--- config.mk ---
export PLATFORM = sky130hd
export DESIGN_NAME = multi_channel_heartbeat_watchdog
export DESIGN_NICKNAME = d
export VERILOG_FILES = /design/src/hdl/hbw_pkg.sv /design/src/hdl/hbw_ram.sv /design/src/hdl/multi_channel_heartbeat_watchdog.sv
export SDC_FILE = /design/constraint.sdc
export NUM_CORES = 2
export LEC_CHECK = 0
export BUFFER_PORTS_ARGS = -buffer_cell sky130_fd_sc_hd__buf_2
export CAP_MARGIN = 30
export CORE_MARGIN = 3
export CORE_UTILIZATION = 40
export CTS_CLUSTER_DIAMETER = 120
export DETAILED_ROUTE_END_ITERATION = 12
export GPL_ROUTABILITY_DRIVEN = 0
export SYNTH_ARGS = -nofsm -noshare
export SYNTH_HDL_FRONTEND = slang
export SYNTH_HIERARCHICAL = 1
export SYNTH_SLANG_ARGS = --single-unit
--- constraint.sdc ---
create_clock -name clk -period 8.31 [get_ports clk]
set_clock_uncertainty 0.05 [all_clocks]
set_input_delay 2.493 -clock clk [delete_from_list [all_inputs] [get_ports clk]]
set_output_delay 2.493 -clock clk [all_outputs]
set_load 0.02 [all_outputs]
--- src/hdl/hbw_pkg.sv ---
`default_nettype none

package hbw_pkg;

    localparam int DEF_NUM_CHANNELS = 16;
    localparam int DEF_TIME_WIDTH   = 32;

    localparam int REQ_W     = 2;
    localparam int CH_W      = 4;
    localparam int NOW_W     = 32;
    localparam int TIMEOUT_W = 32;
    localparam int BEAT_W    = 32;
    localparam int REGS_W    = 5;
    localparam int MASK_W    = 16;

    localparam logic [TIMEOUT_W-1:0] TIMEOUT_RESET = 32'd1000;
    localparam logic [BEAT_W-1:0]    BEAT_MAX      = '1;
    localparam logic [REGS_W-1:0]    REGS_MAX      = '1;

    typedef enum logic [REQ_W-1:0] {
        REQ_REGISTER  = 2'd0,
        REQ_HEARTBEAT = 2'd1,
        REQ_CHECK     = 2'd2,
        REQ_QUERY     = 2'd3
    } req_t;

    typedef enum logic [2:0] {
        ST_IDLE,
        ST_SWEEP,
        ST_MODIFY,
        ST_FETCH,
        ST_REPORT
    } state_t;

    typedef struct packed {
        logic [REQ_W-1:0] req_type;
        logic [CH_W-1:0]  channel;
        logic [NOW_W-1:0] now_ms;
    } item_t;

    typedef struct packed {
        logic              newly_failed;
        logic              channel_healthy;
        logic [BEAT_W-1:0] beat_total;
        logic [REGS_W-1:0] registered_total;
        logic [MASK_W-1:0] unhealthy_mask;
    } result_t;

endpackage

`default_nettype wire

--- src/hdl/hbw_ram.sv ---
`default_nettype none

module hbw_ram
    import hbw_pkg::*;
#(
    parameter int DEPTH  = DEF_NUM_CHANNELS,
    parameter int ADDR_W = 4,
    parameter int DATA_W = DEF_TIME_WIDTH + BEAT_W
)
(
    input  wire logic              clk,
    input  wire logic              rd_en,
    input  wire logic [ADDR_W-1:0] rd_addr,
    output logic      [DATA_W-1:0] rd_data,
    input  wire logic              wr_en,
    input  wire logic [ADDR_W-1:0] wr_addr,
    input  wire logic [DATA_W-1:0] wr_data
);

    logic [DATA_W-1:0] mem [DEPTH];

    always_ff @(posedge clk)
    begin
        if (wr_en)
        begin
            mem[wr_addr] <= wr_data;
        end
    end

    always_ff @(posedge clk)
    begin
        if (rd_en)
        begin
            rd_data <= mem[rd_addr];
        end
    end

endmodule

`default_nettype wire

--- src/hdl/multi_channel_heartbeat_watchdog.sv ---
`default_nettype none

// Heartbeat watchdog over NUM_CHANNELS channels.
// Command channel: item is taken on a rising edge with start high and busy
// low. Request types: register, heartbeat, check sweep, status query.
// Result: done is high for one cycle with result valid; it cannot be held off.
// Steps from accept to done through the channel table memory, which is read
// one entry per cycle in a sweep:
//   register / heartbeat (channel in table): read, write, re-read, report
//   status query or channel out of table:    read, report
//   check sweep:                             sweep read of every entry,
//                                             re-read, report
// busy is high from accept until the cycle of done; the next item may be
// started in the done cycle.
// Configuration: cfg_valid/cfg_ready write the timeout; cfg_ready is always
// high; the user must make writes only while no item is in flight (unchecked).
// Reset: all channels unregistered, timeout 1000, no result pending. The
// table memory is not cleared; entries are written when a channel is first
// registered.
module multi_channel_heartbeat_watchdog
    import hbw_pkg::*;
#(
    parameter int NUM_CHANNELS = DEF_NUM_CHANNELS,
    parameter int TIME_WIDTH   = DEF_TIME_WIDTH
)
(
    input  wire logic                 clk,
    input  wire logic                 rst_n,
    input  wire logic                 start,
    output logic                      busy,
    input  wire item_t                item,
    output logic                      done,
    output result_t                   result,
    input  wire logic                 cfg_valid,
    output logic                      cfg_ready,
    input  wire logic [TIMEOUT_W-1:0] cfg_data
);

    localparam int IDX_W   = (NUM_CHANNELS > 1) ? $clog2(NUM_CHANNELS) : 1;
    localparam int CNT_W   = $clog2(NUM_CHANNELS + 1);
    localparam int CMP_W   = (TIME_WIDTH > TIMEOUT_W) ? TIME_WIDTH : TIMEOUT_W;
    localparam int PAD_W   = (NUM_CHANNELS > MASK_W) ? NUM_CHANNELS : MASK_W;
    localparam int ENT_W   = TIME_WIDTH + BEAT_W;
    localparam logic [IDX_W-1:0] LAST_IDX = IDX_W'(NUM_CHANNELS - 1);

    state_t                  state_reg, state_next;
    req_t                    req_reg;
    logic [CH_W-1:0]         ch_reg;
    logic [TIME_WIDTH-1:0]   now_reg;
    logic [IDX_W-1:0]        idx_reg;
    logic                    cmp_vld_reg;
    logic [IDX_W-1:0]        cmp_idx_reg;
    logic                    failed_reg;
    logic [NUM_CHANNELS-1:0] valid_reg;
    logic [NUM_CHANNELS-1:0] health_reg;
    logic [CNT_W-1:0]        reg_cnt_reg;
    logic [TIMEOUT_W-1:0]    timeout_reg;
    logic                    done_reg;
    result_t                 result_reg;

    logic                    rd_en;
    logic [IDX_W-1:0]        rd_addr;
    logic [ENT_W-1:0]        rd_data;
    logic                    wr_en;
    logic [ENT_W-1:0]        wr_data;

    logic                    accept;
    logic                    item_in_table;
    logic                    in_table;
    logic [IDX_W-1:0]        ch_idx;
    logic [TIME_WIDTH-1:0]   rd_time;
    logic [BEAT_W-1:0]       rd_beat;
    logic [TIME_WIDTH-1:0]   elapsed;
    logic                    timed_out;
    logic                    ch_valid;
    logic [BEAT_W-1:0]       old_beat;
    logic [BEAT_W-1:0]       new_beat;
    logic [PAD_W-1:0]        mask_pad;

    assign accept        = start && !busy;
    assign item_in_table = int'(item.channel) < NUM_CHANNELS;
    assign in_table      = int'(ch_reg) < NUM_CHANNELS;
    assign ch_idx        = IDX_W'(ch_reg);
    assign ch_valid      = in_table && valid_reg[ch_idx];

    assign rd_time   = rd_data[ENT_W-1 -: TIME_WIDTH];
    assign rd_beat   = rd_data[BEAT_W-1:0];
    assign elapsed   = now_reg - rd_time;
    assign timed_out = CMP_W'(elapsed) > CMP_W'(timeout_reg);

    assign old_beat = valid_reg[ch_idx] ? rd_beat : '0;
    assign new_beat = (req_reg == REQ_REGISTER) ? '0 :
                      (old_beat == BEAT_MAX)    ? old_beat : old_beat + 1'b1;
    assign wr_data  = {now_reg, new_beat};
    assign mask_pad = PAD_W'(valid_reg & ~health_reg);

    assign busy      = (state_reg != ST_IDLE);
    assign cfg_ready = 1'b1;
    assign done      = done_reg;
    assign result    = result_reg;

    hbw_ram #(
        .DEPTH  (NUM_CHANNELS),
        .ADDR_W (IDX_W),
        .DATA_W (ENT_W)
    ) u_ram (
        .clk     (clk),
        .rd_en   (rd_en),
        .rd_addr (rd_addr),
        .rd_data (rd_data),
        .wr_en   (wr_en),
        .wr_addr (ch_idx),
        .wr_data (wr_data)
    );

    always_ff @(posedge clk or negedge rst_n)
    begin
        if (!rst_n)
        begin
            state_reg <= ST_IDLE;
        end
        else
        begin
            state_reg <= state_next;
        end
    end

    always_comb
    begin
        state_next = state_reg;
        rd_en      = 1'b0;
        rd_addr    = IDX_W'(item.channel);
        wr_en      = 1'b0;
        unique case (state_reg)
            ST_IDLE:
            begin
                if (start)
                begin
                    rd_en = 1'b1;
                    unique case (req_t'(item.req_type)) inside
                        REQ_REGISTER, REQ_HEARTBEAT:
                        begin
                            state_next = item_in_table ? ST_MODIFY : ST_REPORT;
                        end
                        REQ_CHECK:
                        begin
                            state_next = ST_SWEEP;
                        end
                        default:
                        begin
                            state_next = ST_REPORT;
                        end
                    endcase
                end
            end
            ST_SWEEP:
            begin
                rd_en   = 1'b1;
                rd_addr = idx_reg;
                if (idx_reg == LAST_IDX)
                begin
                    state_next = ST_FETCH;
                end
            end
            ST_MODIFY:
            begin
                wr_en      = 1'b1;
                state_next = ST_FETCH;
            end
            ST_FETCH:
            begin
                rd_en      = 1'b1;
                rd_addr    = ch_idx;
                state_next = ST_REPORT;
            end
            ST_REPORT:
            begin
                state_next = ST_IDLE;
            end
            default:
            begin
                state_next = ST_IDLE;
            end
        endcase
    end

    // control state
    always_ff @(posedge clk or negedge rst_n)
    begin
        if (!rst_n)
        begin
            cmp_vld_reg <= 1'b0;
            failed_reg  <= 1'b0;
            valid_reg   <= '0;
            reg_cnt_reg <= '0;
            timeout_reg <= TIMEOUT_RESET;
            done_reg    <= 1'b0;
        end
        else
        begin
            cmp_vld_reg <= (state_reg == ST_SWEEP);
            done_reg    <= (state_reg == ST_REPORT);
            if (cfg_valid && cfg_ready)
            begin
                timeout_reg <= cfg_data;
            end
            if (accept)
            begin
                failed_reg <= 1'b0;
            end
            else if (cmp_vld_reg && valid_reg[cmp_idx_reg] && timed_out
                     && health_reg[cmp_idx_reg])
            begin
                failed_reg <= 1'b1;
            end
            if (state_reg == ST_MODIFY && !valid_reg[ch_idx])
            begin
                valid_reg[ch_idx] <= 1'b1;
                reg_cnt_reg       <= reg_cnt_reg + 1'b1;
            end
        end
    end

    // payload
    always_ff @(posedge clk)
    begin
        if (accept)
        begin
            req_reg <= req_t'(item.req_type);
            ch_reg  <= item.channel;
            now_reg <= TIME_WIDTH'(item.now_ms);
            idx_reg <= '0;
        end
        else if (state_reg == ST_SWEEP)
        begin
            idx_reg <= idx_reg + 1'b1;
        end
        cmp_idx_reg <= idx_reg;
        if (state_reg == ST_MODIFY)
        begin
            health_reg[ch_idx] <= 1'b1;
        end
        else if (cmp_vld_reg && valid_reg[cmp_idx_reg])
        begin
            health_reg[cmp_idx_reg] <= !timed_out;
        end
        if (state_reg == ST_REPORT)
        begin
            result_reg.newly_failed     <= failed_reg;
            result_reg.channel_healthy  <= ch_valid && health_reg[ch_idx];
            result_reg.beat_total       <= ch_valid ? rd_beat : '0;
            result_reg.registered_total <= (reg_cnt_reg > CNT_W'(REGS_MAX) ||
                                            CNT_W > REGS_W && reg_cnt_reg >= 31)
                                           ? REGS_MAX : REGS_W'(reg_cnt_reg);
            result_reg.unhealthy_mask   <= mask_pad[MASK_W-1:0];
        end
    end

    a_done_after_report: assert property (@(posedge clk) disable iff (!rst_n)
        done_reg |-> $past(state_reg == ST_REPORT))
        else $error("done without report");

    a_reg_count: assert property (@(posedge clk) disable iff (!rst_n)
        int'(reg_cnt_reg) == $countones(valid_reg))
        else $error("registered count out of step with valid bits");

    a_cmp_window: assert property (@(posedge clk) disable iff (!rst_n)
        cmp_vld_reg |-> (state_reg == ST_SWEEP || state_reg == ST_FETCH))
        else $error("sweep compare outside sweep");

    a_fail_only_check: assert property (@(posedge clk) disable iff (!rst_n)
        done_reg && result_reg.newly_failed |-> req_reg == REQ_CHECK)
        else $error("new failure reported for non-check request");

    a_no_write_in_sweep: assert property (@(posedge clk) disable iff (!rst_n)
        wr_en |-> !cmp_vld_reg)
        else $error("table write during sweep");

endmodule

`default_nettype wire
==> flow_metrics.py <==
metrics = {
    "sta": {
        "fmax_mhz": 148,
        "setup_viol": 0,
        "finalHoldViolCount": 0,
        "rsz0062_at_grt": "false",
        "slew-limit-headroom_pct": 30.4,
        "tightest_slew_ns": 1.04,
        "fin_crit_ns": 6.77,
        "holdWs_ns": 0.363,
        "period_share_pct": 81.4,
        "finalWorstSetupSlack_ns": 1.54,
        "fin_tns_setup_ns": 0,
        "slew_viol_final": 0,
    },
    "grt": {
        "grt_pass1_wl_um": 182000,
        "antenna_found_initial": 6,
        "grt_max_degree": 144,
        "grt_pass1_vias": 27300,
        "gr-total-overflow": 0,
        "grt_usage_pct": 19.0,
    },
    "drt": {
        "remaining_drc_errors": 0,
        "wl_per_cell_um": 26.8,
        "firstDrtPassIters": 5,
        "ant_nets": 0,
        "wirelength_um": 124000,
        "vias": 26400,
        "drt-initial-drc-count": 2648,
        "via_per_inst": 5.72,
    },
    "power_and_ir_drop": {
        "clkPwrFrac_pct": 28.8,
        "combPwrFrac_pct": 31.3,
        "power_switching_share_pct": 31.4,
        "seq_power_share_pct": 39.9,
        "p_sw_mw": 6.68,
        "finalPower_mw": 21.3,
        "internal_power_mw": 14.6,
        "irDropWorstVdd_uv": 552,
        "powerDensity_nw_per_um2": 366,
        "p_leak_nw": 19.4,
    },
    "die": {
        "initial_core_util_pct": 40.4,
        "die_h_um": 362,
        "die_area_sq_um": 131000,
        "core.rowCount": 130,
        "die_w_um": 362,
        "coreArea_sq_um": 126000,
        "pin_count": 132,
    },
    "synthesis": {
        "yosysSeqAreaShare_pct": 74.1,
        "synthesis.nets": 2812,
        "syn_inst": 2670,
        "avgSynthCellArea_sq_um": 19.0,
        "ys_types": 74,
        "syn-cell-area_sq_um": 50700,
        "synthArstFlopShare_pct": 4.67,
        "synth-edff-count": 1197,
        "ys_warn_count": 6,
        "ys_ff_latch": 1264,
        "synth_ff_type": "edfxtp_1",
    },
    "cts": {
        "hold_buffers": 0,
        "root_buffer": "clkbuf_16",
        "htree_levels": 4,
        "clock_path_buffers": 3,
        "cts_sinks": 1264,
        "path_clk_slew_ns": 0.06,
        "post_cts_buffers": 0,
        "cts_resized": 0,
        "cts_tree": "yes",
        "cts_made_buffers": 134,
        "insertion_delay_ns": 0.74,
    },
    "setup_path": {
        "critical_path_class": "flip-flop to flip-flop",
        "cp.required_ns": 8.70,
        "crit_path_end_kind": "flip-flop",
        "cp_cell_sequence": "inv_1, ha_1, inv_1, fa_1, a211oi_1, nor4_1, nor3_1, a2111oi_0, o31ai_1, o2111ai_1, a21oi_1, xnor2_1, ha_1, nand4_1, or4_1, or3_1, nor2_1, o31ai_1, a41oi_2, o32ai_1",
        "reg2reg_slack_ns": 1.54,
        "max_stage_delay_ns": 0.80,
        "critPathSlowestCell": "a41oi_2",
        "worstPathMaxFanout": 17,
        "startpoint_type": "flip-flop",
        "arrival_ns": 7.16,
    },
    "layout": {
        "final_cell_area_sq_um": 58200,
        "stdcell_count": 4620,
        "largest_reg_flops": 1024,
        "layout_common_cells": "1197 x edfxtp_1, 271 x mux4_2, 156 x nand2_1, 141 x clkbuf_16, 130 x buf_2",
        "drive_gt1_share_pct": 23.9,
        "final_common_cell": "edfxtp_1",
        "syn_to_final_growth_pct": 14.7,
        "nets": 3012,
        "final_util_pct": 46.3,
    },
    "placed_design": {
        "place_area_sq_um": 53600,
        "numPortBuffers": 130,
        "pre_cts_slack_ns": 1.65,
        "dp_hpwl_um": 69900,
        "dp.cells": 4382,
    },
    "run": {
        "drv_cap": 0,
    },
    "outcome": {
        "outcome": "complete, no violations",
    },
    "min_path": {
        "hp-class": "flip-flop to flip-flop",
    },
}
[routing by layer]
layer / track usage (%) / routed length [um] / up-vias / share of wire, %
li1: - / - / 11200 / -
met1: 25.3 / 49900 / 13900 / 40
met2: 31.4 / 61300 / 1036 / 49
met3: 3.69 / 9160 / 222 / 7.4
met4: 6.56 / 3500 / 2 / 2.8
met5: 0 / 13 / - / 0.010
[worst max-delay path, delay by kind of cell (launching register included)]
kind                       cells  cell delay [ns]
adders and majority gates      3             0.89
AOI/OAI and AO/OA              8             2.81
and+or+nand+nor                6             1.84
DFF                            1             0.59
buffers and inverters          2             0.21
xor gates and xnor gates       1             0.09
[worst paths after layout]
path                                         start  cells past startpoint                          end
min                        idx_reg[3]$_SDFFE_PP0P_                      0       cmp_idx_reg[3]$_DFF_P_
min reg2reg                idx_reg[3]$_SDFFE_PP0P_                      0       cmp_idx_reg[3]$_DFF_P_
min in group asynchronous                    rst_n                      2     state_reg[2]$_DFFE_PN0P_
max in group asynchronous                    rst_n                      2  timeout_reg[20]$_DFFE_PN0P_
max reg2reg                   now_reg[0]$_DFFE_PP_                     20      health_reg[7]$_DFFE_PP_
max                           now_reg[0]$_DFFE_PP_                     20      health_reg[7]$_DFFE_PP_
[Yosys cell counts (6+ instances only)]
cell type,count,area (sq um)
ha_1,67,838
nand2_1,157,589
inv_1,81,304
clkbuf_1,76,285
o31ai_1,8,60.1
a22oi_1,129,968
o21ai_0,72,360
nor2b_1,28,175
edfxtp_1,1197,35900
dfstp_2,6,158
mux4_2,271,6100
nor3_1,19,95.1
nor2_1,92,345
a211oi_1,6,45.0
nor4_1,6,37.5
o32ai_1,12,105
buf_6,16,180
and3_1,6,37.5
and2_1,29,181
dfxtp_1,8,160
a31oi_1,15,93.8
dfrtp_1,53,1330
nand3_1,27,135
o21a_1,9,67.6
a21oi_1,39,195
a21o_1,25,188
buf_1,16,60.1
nand2b_1,8,50.1
nand4_1,25,156
xor2_1,26,228
buf_4,7,52.6
buf_2,15,75.1
xnor2_1,35,307
mux2i_1,6,60.1
[power by group through the flow]
stage,clock [mW],sequential (mW),combinational [mW]
floorplan,0,8.45,4.97
global placement,0,8.58,6.60
detailed placement,0,8.61,6.70
CTS,6.27,8.49,6.74
global route,6.53,8.55,7.29
finish,6.13,8.48,6.66
[cell families after synthesis]
| family | share of synthesized area (%) |
|---|---|
| xor gates and xnor gates | 1.05 |
| AOI/OAI and AO/OA | 4.65 |
| adders and majority gates | 1.69 |
| DFF | 74.1 |
| muxes | 12.4 |
| other | 0.00739 |
| buffers and inverters | 1.90 |
| and+or+nand+nor | 4.19 |
[final cells by class]
type	instances	area [sq um]
Antenna cell	2	5.00
Clock buffer	165	3640
Clock inverter	69	887
Fill cell	10400	67500
Inverter	82	313
Multi-Input combinational cell	1194	12400
Sequential cell	1264	37600
Tap cell	1650	2060
Timing Repair Buffer	194	1330
Note: power is estimated with default switching activity, not from simulation.
